`config.mk`:
```
export PLATFORM = sky130hd
export DESIGN_NAME = cache_bin_gc_fill_policy_flat
export DESIGN_NICKNAME = d
export VERILOG_FILES = /design/src/rtl/cbgc_pkg.sv /design/src/rtl/cbgc_req_if.sv /design/src/rtl/cbgc_res_if.sv /design/src/rtl/cbgc_ram.sv /design/src/rtl/cbgc_apb_regs.sv /design/src/rtl/cbgc_eval.sv /design/src/rtl/cbgc_tick_ptr.sv /design/src/rtl/cache_bin_gc_fill_policy.sv /design/src/flat_wrapper.sv
export SDC_FILE = /design/constraint.sdc
export NUM_CORES = 1
export LEC_CHECK = 0
export BUFFER_PORTS_ARGS = -buffer_cell sky130_fd_sc_hd__clkbuf_2
export CAP_MARGIN = 20
export CELL_PAD_IN_SITES_DETAIL_PLACEMENT = 1
export CELL_PAD_IN_SITES_GLOBAL_PLACEMENT = 2
export CORE_ASPECT_RATIO = 1.1
export CORE_MARGIN = 2
export CORE_UTILIZATION = 47
export CTS_BUF_LIST = sky130_fd_sc_hd__clkbuf_2 sky130_fd_sc_hd__clkbuf_4 sky130_fd_sc_hd__clkbuf_8
export CTS_CLUSTER_SIZE = 25
export DETAILED_ROUTE_END_ITERATION = 7
export MAX_ROUTING_LAYER = met4
export PLACE_DENSITY_LB_ADDON = 0.1
export REMOVE_ABC_BUFFERS = 1
export SLEW_MARGIN = 20
export SYNTH_ARGS = -nofsm -noshare
export SYNTH_HDL_FRONTEND = slang
export SYNTH_SLANG_ARGS = --single-unit
```
`constraint.sdc`:
```
create_clock -name clk -period 17.6 [get_ports clk]
set_input_delay 0 -clock clk [delete_from_list [all_inputs] [get_ports clk]]
set_output_delay 0 -clock clk [all_outputs]
set_load 0.02 [all_outputs]
```
`src/rtl/cbgc_pkg.sv`:
```
// Shared types and constants of the cache bin gc and fill policy block.
package cbgc_pkg;

    localparam int BIN_W   = 6;
    localparam int CNT_W   = 10;
    localparam int SHIFT_W = 4;
    localparam int CFG_W   = 7;
    localparam int CNT_MAX = (1 << CNT_W) - 1;

    // Request kinds
    localparam logic REQ_GC     = 1'b0;
    localparam logic REQ_REFILL = 1'b1;

    // Register indexes on the configuration port
    localparam logic REG_BINS_IN_USE     = 1'b0;
    localparam logic REG_SMALL_BIN_COUNT = 1'b1;

    localparam logic [CFG_W-1:0] BINS_IN_USE_RST     = 7'd64;
    localparam logic [CFG_W-1:0] SMALL_BIN_COUNT_RST = 7'd36;

    localparam logic [SHIFT_W-1:0] SHIFT_MIN = 4'd1;
    localparam logic [SHIFT_W-1:0] SHIFT_MAX = 4'd15;
    localparam logic [SHIFT_W-1:0] SHIFT_RST = 4'd1;

    typedef struct packed {
        logic             req_type;
        logic [BIN_W-1:0] bin_index;
        logic [CNT_W-1:0] bin_capacity;
        logic [CNT_W-1:0] min_level;
        logic [CNT_W-1:0] cached_count;
    } req_t;

    typedef struct packed {
        logic [BIN_W-1:0] handled_bin;
        logic             flush_requested;
        logic [CNT_W-1:0] keep_count;
        logic [CNT_W-1:0] fill_count;
        logic [BIN_W-1:0] gc_next;
    } res_t;

    typedef struct packed {
        logic [SHIFT_W-1:0] fill_shift;
        logic               refilled_mark;
    } entry_t;

    localparam int ENTRY_W = $bits(entry_t);

    localparam entry_t ENTRY_RST = '{fill_shift: SHIFT_RST, refilled_mark: 1'b0};

    typedef struct packed {
        logic [CFG_W-1:0] bins_in_use;
        logic [CFG_W-1:0] small_bin_count;
    } cfg_t;

endpackage

```
`src/rtl/cbgc_req_if.sv`:
```
// Request channel interface: valid, ready and one request payload.
interface cbgc_req_if import cbgc_pkg::*; ();
    logic valid;
    logic ready;
    req_t payload;

    modport source (output valid, output payload, input ready);
    modport sink (input valid, input payload, output ready);
endinterface

```
`src/rtl/cbgc_res_if.sv`:
```
// Result channel interface: valid, ready and one result payload.
interface cbgc_res_if import cbgc_pkg::*; ();
    logic valid;
    logic ready;
    res_t payload;

    modport source (output valid, output payload, input ready);
    modport sink (input valid, input payload, output ready);
endinterface

```
`src/rtl/cbgc_ram.sv`:
```
// Generic single-write, single-read RAM with registered read data.
module cbgc_ram #(
    parameter int WIDTH = 8,
    parameter int DEPTH = 64
) (
    input  logic                     clk,
    input  logic                     we,
    input  logic [$clog2(DEPTH)-1:0] waddr,
    input  logic [WIDTH-1:0]         wdata,
    input  logic                     re,
    input  logic [$clog2(DEPTH)-1:0] raddr,
    output logic [WIDTH-1:0]         rdata
);

    logic [WIDTH-1:0] mem [DEPTH];

    // Write port
    always_ff @(posedge clk)
    begin
        if (we)
        begin
            mem[waddr] <= wdata;
        end
    end

    // Registered read port
    always_ff @(posedge clk)
    begin
        if (re)
        begin
            rdata <= mem[raddr];
        end
    end

endmodule

```
`src/rtl/cbgc_apb_regs.sv`:
```
// APB-style configuration registers: bins in use and small bin count.
module cbgc_apb_regs import cbgc_pkg::*; (
    input  logic        clk,
    input  logic        rst_n,
    input  logic        psel,
    input  logic        penable,
    input  logic        pwrite,
    input  logic [2:0]  paddr,
    input  logic [31:0] pwdata,
    output logic [31:0] prdata,
    output logic        pready,
    output cfg_t        cfg
);

    logic [CFG_W-1:0] bins_in_use_reg;
    logic [CFG_W-1:0] small_bin_count_reg;
    logic             wr_en;
    logic             reg_sel;

    assign pready  = 1'b1;
    assign wr_en   = psel && penable && pwrite && pready;
    assign reg_sel = paddr[2];

    // Update the addressed register on the access phase
    always_ff @(posedge clk or negedge rst_n)
    begin
        if (!rst_n)
        begin
            bins_in_use_reg     <= BINS_IN_USE_RST;
            small_bin_count_reg <= SMALL_BIN_COUNT_RST;
        end
        else if (wr_en)
        begin
            case (reg_sel)
                REG_BINS_IN_USE:     bins_in_use_reg     <= pwdata[CFG_W-1:0];
                REG_SMALL_BIN_COUNT: small_bin_count_reg <= pwdata[CFG_W-1:0];
                default:             ;
            endcase
        end
    end

    // Return the addressed register
    always_comb
    begin
        case (reg_sel)
            REG_BINS_IN_USE:     prdata = {{(32-CFG_W){1'b0}}, bins_in_use_reg};
            REG_SMALL_BIN_COUNT: prdata = {{(32-CFG_W){1'b0}}, small_bin_count_reg};
            default:             prdata = '0;
        endcase
    end

    assign cfg.bins_in_use     = bins_in_use_reg;
    assign cfg.small_bin_count = small_bin_count_reg;

endmodule

```
`src/rtl/cbgc_eval.sv`:
```
// Policy evaluation: flush decision, fill amount and bin table entry update.
module cbgc_eval import cbgc_pkg::*; #(
    parameter int MAX_CAPACITY = 512
) (
    input  req_t             req,
    input  logic [BIN_W-1:0] bin,
    input  logic             in_range,
    input  logic [BIN_W-1:0] next_ptr,
    input  entry_t           entry,
    input  cfg_t             cfg,
    output res_t             res,
    output entry_t           entry_next
);

    localparam int CAP_LIMIT = (MAX_CAPACITY > CNT_MAX) ? CNT_MAX : MAX_CAPACITY;

    logic [CNT_W-1:0]   cap;
    logic [CNT_W-1:0]   drop;
    logic [SHIFT_W-1:0] shift_up;
    logic               small_bin;
    logic               can_grow;

    // Clamp capacity to the configured maximum
    assign cap = (32'(req.bin_capacity) > CAP_LIMIT) ? CNT_W'(CAP_LIMIT) : req.bin_capacity;

    assign drop      = req.min_level - (req.min_level >> 2);
    assign shift_up  = entry.fill_shift + SHIFT_MIN;
    assign small_bin = {1'b0, bin} < cfg.small_bin_count;
    assign can_grow  = small_bin && (entry.fill_shift < SHIFT_MAX) && ((cap >> shift_up) != '0);

    always_comb
    begin
        res.handled_bin     = bin;
        res.flush_requested = 1'b0;
        res.keep_count      = '0;
        res.fill_count      = '0;
        res.gc_next         = next_ptr;
        entry_next          = entry;

        if (req.req_type == REQ_GC)
        begin
            if (in_range && (req.min_level != '0))
            begin
                // Flush three quarters (rounded up) of the untouched objects
                res.flush_requested = 1'b1;
                res.keep_count      = (req.cached_count > drop) ?
                                      (req.cached_count - drop) : '0;
                if (can_grow)
                begin
                    entry_next.fill_shift = shift_up;
                end
            end
            else if (in_range && small_bin && entry.refilled_mark)
            begin
                // Bin ran dry after a refill: fetch more next time
                if (entry.fill_shift > SHIFT_MIN)
                begin
                    entry_next.fill_shift = entry.fill_shift - SHIFT_MIN;
                end
                entry_next.refilled_mark = 1'b0;
            end
        end
        else if (in_range)
        begin
            // Refill: capacity scaled down by the bin divisor
            res.fill_count           = cap >> entry.fill_shift;
            entry_next.refilled_mark = 1'b1;
        end
    end

endmodule

```
`src/rtl/cbgc_tick_ptr.sv`:
```
// Round-robin gc pointer: advances on each accepted gc tick.
module cbgc_tick_ptr import cbgc_pkg::*; #(
    parameter int MAX_BINS = 64
) (
    input  logic             clk,
    input  logic             rst_n,
    input  logic             advance,
    input  cfg_t             cfg,
    output logic [BIN_W-1:0] ptr,
    output logic [BIN_W-1:0] ptr_adv
);

    logic [BIN_W-1:0] ptr_reg;
    logic [BIN_W-1:0] ptr_next;
    logic [BIN_W:0]   inc;
    logic             wrap;

    assign inc     = {1'b0, ptr_reg} + 1'b1;
    assign wrap    = (inc >= cfg.bins_in_use) || (32'(inc) >= MAX_BINS);
    assign ptr_adv = wrap ? '0 : inc[BIN_W-1:0];

    assign ptr_next = advance ? ptr_adv : ptr_reg;

    // Hold the pointer between ticks
    always_ff @(posedge clk or negedge rst_n)
    begin
        if (!rst_n)
        begin
            ptr_reg <= '0;
        end
        else
        begin
            ptr_reg <= ptr_next;
        end
    end

    assign ptr = ptr_reg;

endmodule

```
`src/rtl/cache_bin_gc_fill_policy.sv`:
```
// An accepted request waits in the input stage registers and is evaluated
// into the result register once that is empty or its result is taken.
// Throughput: one request per cycle while results are taken; the bin table
// read happens on accept; the previous request's write is forwarded to evaluation.
// Reset: gc pointer zero, every bin reads shift one (divisor two), no refilled
// mark (per-bin valid flops, no clearing pass); registers return to 64 and 36.
module cache_bin_gc_fill_policy import cbgc_pkg::*; #(
    parameter int MAX_BINS     = 64,
    parameter int MAX_CAPACITY = 512
) (
    input  logic        clk,
    input  logic        rst_n,
    cbgc_req_if.sink    req,
    cbgc_res_if.source  res,
    input  logic        psel,
    input  logic        penable,
    input  logic        pwrite,
    input  logic [2:0]  paddr,
    input  logic [31:0] pwdata,
    output logic [31:0] prdata,
    output logic        pready
);

    localparam int AW = $clog2(MAX_BINS);

    cfg_t             cfg;
    logic             accept;
    logic             is_gc;
    logic [BIN_W-1:0] ptr;
    logic [BIN_W-1:0] ptr_adv;
    logic [BIN_W-1:0] bin_sel;
    logic [AW-1:0]    rd_addr;

    logic             s1_valid_reg;
    req_t             s1_req_reg;
    logic [BIN_W-1:0] s1_bin_reg;
    logic [BIN_W-1:0] s1_ptr_reg;
    logic             s1_in_range_reg;
    logic             s1_adv;
    logic [AW-1:0]    s1_addr;

    logic [MAX_BINS-1:0] valid_reg;
    logic                last_we_reg;
    logic [AW-1:0]       last_addr_reg;
    entry_t              last_entry_reg;

    logic [ENTRY_W-1:0] rd_data;
    entry_t             entry_cur;
    entry_t             entry_next;
    logic               wr_en;
    res_t               eval_res;

    logic res_valid_reg;
    res_t res_reg;

    cbgc_apb_regs u_regs (
        .clk     (clk),
        .rst_n   (rst_n),
        .psel    (psel),
        .penable (penable),
        .pwrite  (pwrite),
        .paddr   (paddr),
        .pwdata  (pwdata),
        .prdata  (prdata),
        .pready  (pready),
        .cfg     (cfg)
    );

    // Request intake
    assign s1_adv    = s1_valid_reg && (!res_valid_reg || res.ready);
    assign req.ready = !s1_valid_reg || s1_adv;
    assign accept    = req.valid && req.ready;
    assign is_gc     = (req.payload.req_type == REQ_GC);
    assign bin_sel   = is_gc ? ptr : req.payload.bin_index;
    assign rd_addr   = AW'(bin_sel);

    cbgc_tick_ptr #(
        .MAX_BINS (MAX_BINS)
    ) u_ptr (
        .clk     (clk),
        .rst_n   (rst_n),
        .advance (accept && is_gc),
        .cfg     (cfg),
        .ptr     (ptr),
        .ptr_adv (ptr_adv)
    );

    cbgc_ram #(
        .WIDTH (ENTRY_W),
        .DEPTH (MAX_BINS)
    ) u_table (
        .clk   (clk),
        .we    (wr_en),
        .waddr (s1_addr),
        .wdata (entry_next),
        .re    (accept),
        .raddr (rd_addr),
        .rdata (rd_data)
    );

    // Input stage registers
    always_ff @(posedge clk or negedge rst_n)
    begin
        if (!rst_n)
        begin
            s1_valid_reg <= 1'b0;
        end
        else if (accept)
        begin
            s1_valid_reg <= 1'b1;
        end
        else if (s1_adv)
        begin
            s1_valid_reg <= 1'b0;
        end
    end

    always_ff @(posedge clk)
    begin
        if (accept)
        begin
            s1_req_reg      <= req.payload;
            s1_bin_reg      <= bin_sel;
            s1_ptr_reg      <= is_gc ? ptr_adv : ptr;
            s1_in_range_reg <= (32'(bin_sel) < MAX_BINS);
        end
    end

    // Pick the current table entry: forwarded write, stored entry or reset value
    assign s1_addr = AW'(s1_bin_reg);

    always_comb
    begin
        if (last_we_reg && (last_addr_reg == s1_addr))
        begin
            entry_cur = last_entry_reg;
        end
        else if (valid_reg[s1_addr])
        begin
            entry_cur = rd_data;
        end
        else
        begin
            entry_cur = ENTRY_RST;
        end
    end

    cbgc_eval #(
        .MAX_CAPACITY (MAX_CAPACITY)
    ) u_eval (
        .req        (s1_req_reg),
        .bin        (s1_bin_reg),
        .in_range   (s1_in_range_reg),
        .next_ptr   (s1_ptr_reg),
        .entry      (entry_cur),
        .cfg        (cfg),
        .res        (eval_res),
        .entry_next (entry_next)
    );

    assign wr_en = s1_adv && s1_in_range_reg;

    // Track written entries and the last write for forwarding
    always_ff @(posedge clk or negedge rst_n)
    begin
        if (!rst_n)
        begin
            valid_reg   <= '0;
            last_we_reg <= 1'b0;
        end
        else if (wr_en)
        begin
            valid_reg[s1_addr] <= 1'b1;
            last_we_reg        <= 1'b1;
        end
    end

    always_ff @(posedge clk)
    begin
        if (wr_en)
        begin
            last_addr_reg  <= s1_addr;
            last_entry_reg <= entry_next;
        end
    end

    // Result register
    always_ff @(posedge clk or negedge rst_n)
    begin
        if (!rst_n)
        begin
            res_valid_reg <= 1'b0;
        end
        else if (s1_adv)
        begin
            res_valid_reg <= 1'b1;
        end
        else if (res.ready)
        begin
            res_valid_reg <= 1'b0;
        end
    end

    always_ff @(posedge clk)
    begin
        if (s1_adv)
        begin
            res_reg <= eval_res;
        end
    end

    assign res.valid   = res_valid_reg;
    assign res.payload = res_reg;

endmodule
```
`src/flat_wrapper.sv`:
```
// flat-port wrapper written by rule: the top's interface ports become plain ports
module cache_bin_gc_fill_policy_flat import cbgc_pkg::*;
#(
    parameter int MAX_BINS     = 64,
    parameter int MAX_CAPACITY = 512
)
  (clk, rst_n, psel, penable, pwrite, paddr, pwdata, prdata, pready, req_valid, req_payload, req_ready, res_valid, res_payload, res_ready);
  cbgc_req_if req_i ();
  cbgc_res_if res_i ();
  input  logic clk;
  input  logic rst_n;
  input  logic psel;
  input  logic penable;
  input  logic pwrite;
  input  logic [2:0] paddr;
  input  logic [31:0] pwdata;
  output logic [31:0] prdata;
  output logic pready;
  input wire logic [$bits(req_i.valid)-1:0] req_valid;
  input wire logic [$bits(req_i.payload)-1:0] req_payload;
  output wire logic [$bits(req_i.ready)-1:0] req_ready;
  output wire logic [$bits(res_i.valid)-1:0] res_valid;
  output wire logic [$bits(res_i.payload)-1:0] res_payload;
  input wire logic [$bits(res_i.ready)-1:0] res_ready;
  assign req_i.valid = req_valid;
  assign req_i.payload = req_payload;
  assign req_ready = req_i.ready;
  assign res_valid = res_i.valid;
  assign res_payload = res_i.payload;
  assign res_i.ready = res_ready;
  cache_bin_gc_fill_policy #(.MAX_BINS(MAX_BINS), .MAX_CAPACITY(MAX_CAPACITY)) u_core (.clk(clk), .rst_n(rst_n), .req(req_i), .res(res_i), .psel(psel), .penable(penable), .pwrite(pwrite), .paddr(paddr), .pwdata(pwdata), .prdata(prdata), .pready(pready));
endmodule
```
==> flow_summary.json <==
{
  "status": "finished clean",
  "crit_top_cell": "buf_4",
  "synth_seq_cells": 493,
  "yosysTopAreaCell": "edfxtp_1",
  "largest_register_ff_count": 320,
  "cts_sinks": 493,
  "cts_inserted_buffers": 84,
  "cap_viol_max_count": 0,
  "cts_max_level": 3,
  "slowest_stage": "edfxtp_1",
  "rsz0062_at_grt": "false",
  "grt_max_degree": 83,
  "start_kind": "register",
  "ant_nets": 0,
  "dpl-instance-area_um2": 22700,
  "yosysMostFrequentCell": "edfxtp_1",
  "synthCells": 1778,
  "coreArea_um2": 45700,
  "max_stage_delay_ns": 0.98,
  "via_count": 14700,
  "ctsResizeCount": 0,
  "drc": 0,
  "cellPowerDensity_nw_per_um2": 145,
  "io_buffers": 93,
  "final_max_slew_viol_count": 0,
  "clk-insertion-delay-late_ns": 0.68,
  "die_area_um2": 48000,
  "grt_pass1_wl_mm": 92.7,
  "skew_ns": 0.0431,
  "setup_viol": 0,
  "path_clk_slew_ns": 0.06,
  "ir_drop_uv": 89.8,
  "cp_max_fo": 65,
  "slew_headroom_pct": 35.5,
  "rows": 82,
  "fin_util_pct": 54.8,
  "hold_viol": 0,
  "leakage_nw": 9.70,
  "fin_nets": 2057,
  "synth_edf_count": 406,
  "grt_pass1_vias": 15700,
  "final_cells": 2602,
  "drt-initial-drc-count": 880,
  "design_area_um2": 25000,
  "cp.arrival_ns": 6.89,
  "vias_per_cell": 5.65,
  "yosysTopAreaCellShare_pct": 56.1,
  "post-cts-setup-buffers": 0,
  "fmax_mhz": 153,
  "async_reset_ff_share_pct": 17.6,
  "worst_slew_pin_slew_ns": 0.968,
  "grt-ovfl-total": 0,
  "first_pass_iters": 5,
  "drive_above_1_share_pct": 18.7,
  "wire_per_inst_um": 23.0,
  "syn-mean-instance-area_um2": 12.2,
  "die-height_um": 230,
  "dpl.hpwl_mm": 37.1,
  "drt_wl_total_mm": 59.8,
  "period_share_pct": 37.1,
  "cp_cell_sequence": "buf_4 > mux4_2 > mux2_2 > nand2b_2 > and4_4 > nand2_2 > a22oi_2 > ha_1 > nor4b_1 > o21ai_0 > o31a_1 > a311oi_2 > nor3b_1 > o311ai_4 > buf_4",
  "antenna_found_initial": 1,
  "ys_warn_count": 0,
  "worstPathRequired_ns": 17.95,
  "synth_area_um2": 21700,
  "hold_class": "input pin to register",
  "root_buffer": "clkbuf_8",
  "path_buf_inv": 2,
  "cp-end-kind": "register",
  "syn_to_final_growth_pct": 15.1,
  "die_width_um": 209,
  "total_power_w": 0.00363,
  "path_delay_family": "compound AO/OA/AOI/OAI gates",
  "fin_tns_setup_ns": 0,
  "cts_max_path_buffers": 3,
  "period_needed_ns": 6.54,
  "cts_tree": "built",
  "cts-hold-fix-buffers": 53,
  "n_fill_cell": 4653,
  "start_util_pct": 47.6,
  "yosysSeqAreaShare_pct": 66.1,
  "grt_use_total_pct": 26.2,
  "io_pins": 147,
  "ys_top_cells_by_count": "edfxtp_1, nand2_1, nor2_1, dfrtp_1, nand3_1",
  "ys_types": 84,
  "worst-setup-path-type": "register to register",
  "gp_congestion": 0.861,
  "synthTopCellsByArea": "edfxtp_1, dfrtp_1, nand2_1",
  "synth_ff_type": "edfxtp_1",
  "placed_cells": 2391
}
[power by group]
group	total (W)	switching, W	internal [W]
clock	0.00106	0.000473	0.000590
sequential	0.00159	0.0000729	0.00151
combinational	0.000978	0.000658	0.000320
total	0.00363	0.00120	0.00242
[worst paths after layout]
check / startpoint / to / slack, ns / cells after the start
max: u_core.s1_addr[0] / u_core.u_table.mem[44][2] / 11.06 / 15
min: req_payload[17] / u_core.s1_req_reg[17] / 0.07 / 2
max reg2reg: u_core.s1_addr[0] / u_core.u_table.mem[44][2] / 11.06 / 15
min reg2reg: u_core.s1_ptr_reg[5] / u_core.res.payload[5] / 0.42 / 0
max in group asynchronous: rst_n / u_core.u_regs.bins_in_use_reg[5] / 16.39 / 3
min in group asynchronous: rst_n / u_core.u_regs.small_bin_count_reg[3] / 0.17 / 3
[layout make-up]
type | instances | area (µm²) | area share (%)
Antenna cell | 2 | 5.00 | 0.0200
Clock buffer | 120 | 1490 | 5.95
Clock inverter | 36 | 244 | 0.975
Inverter | 53 | 204 | 0.815
Multi-Input combinational cell | 1142 | 6800 | 27.2
Sequential cell | 493 | 14400 | 57.5
Tap cell | 588 | 736 | 2.94
Timing Repair Buffer | 168 | 1160 | 4.65
[per-stage QoR]
step	setup slack, ns	hold slack [ns]
2_1_floorplan	6.24	-0.296
3_3_place_gp	11.30	-0.103
3_5_place_dp	11.14	-0.0956
4_1_cts	11.08	0.00418
5_1_grt	10.67	0.0639
6_report	11.06	0.0739
[per-layer routing]
metal	track usage (%)	part of all wire [%]
met1	32.7	43
met2	43.5	50
met3	3.77	4.2
met4	9.71	2.8
met5	-	0
[cell families (layout without fill, tap and decap cells)]
family          count (synthesis)  count (layout)  share of synthesized area (%)
mux                            64              64                           3.50
fa+ha+maj                      36              36                           2.14
flops                         493             493                           66.1
simple gates                  749             749                           15.8
other cells                     2              28                         0.0346
compound gates                245             245                           8.02
xor+xnor                       22              22                          0.887
buf+inv                       167             377                           3.50
[layout by cell type (no fill, tap or decap), types with 4 or more instances in the layout]
cell	n
a22oi_1	10
a21oi_1	37
dlygate4sd3_1	53
nand3_1	76
xor2_1	4
a21boi_0	4
nand4_1	9
clkbuf_4	26
or3_1	8
a21o_1	9
conb_1	26
nand2_1	377
nand2b_1	11
and3_1	53
clkbuf_8	94
mux2i_1	27
clkinv_1	23
nor2_1	104
nand3b_1	5
ha_1	34
a311oi_1	41
inv_1	47
mux4_2	7
o21ai_0	32
dfrtp_1	84
nor3_1	9
o31ai_1	9
mux2_2	23
edfxtp_1	406
and2_1	6
xnor2_1	18
clkinv_2	9
or2_2	67
a211oi_1	22
a31oi_1	41
clkbuf_2	92
buf_4	23
Power figures use the tool's default switching activity.
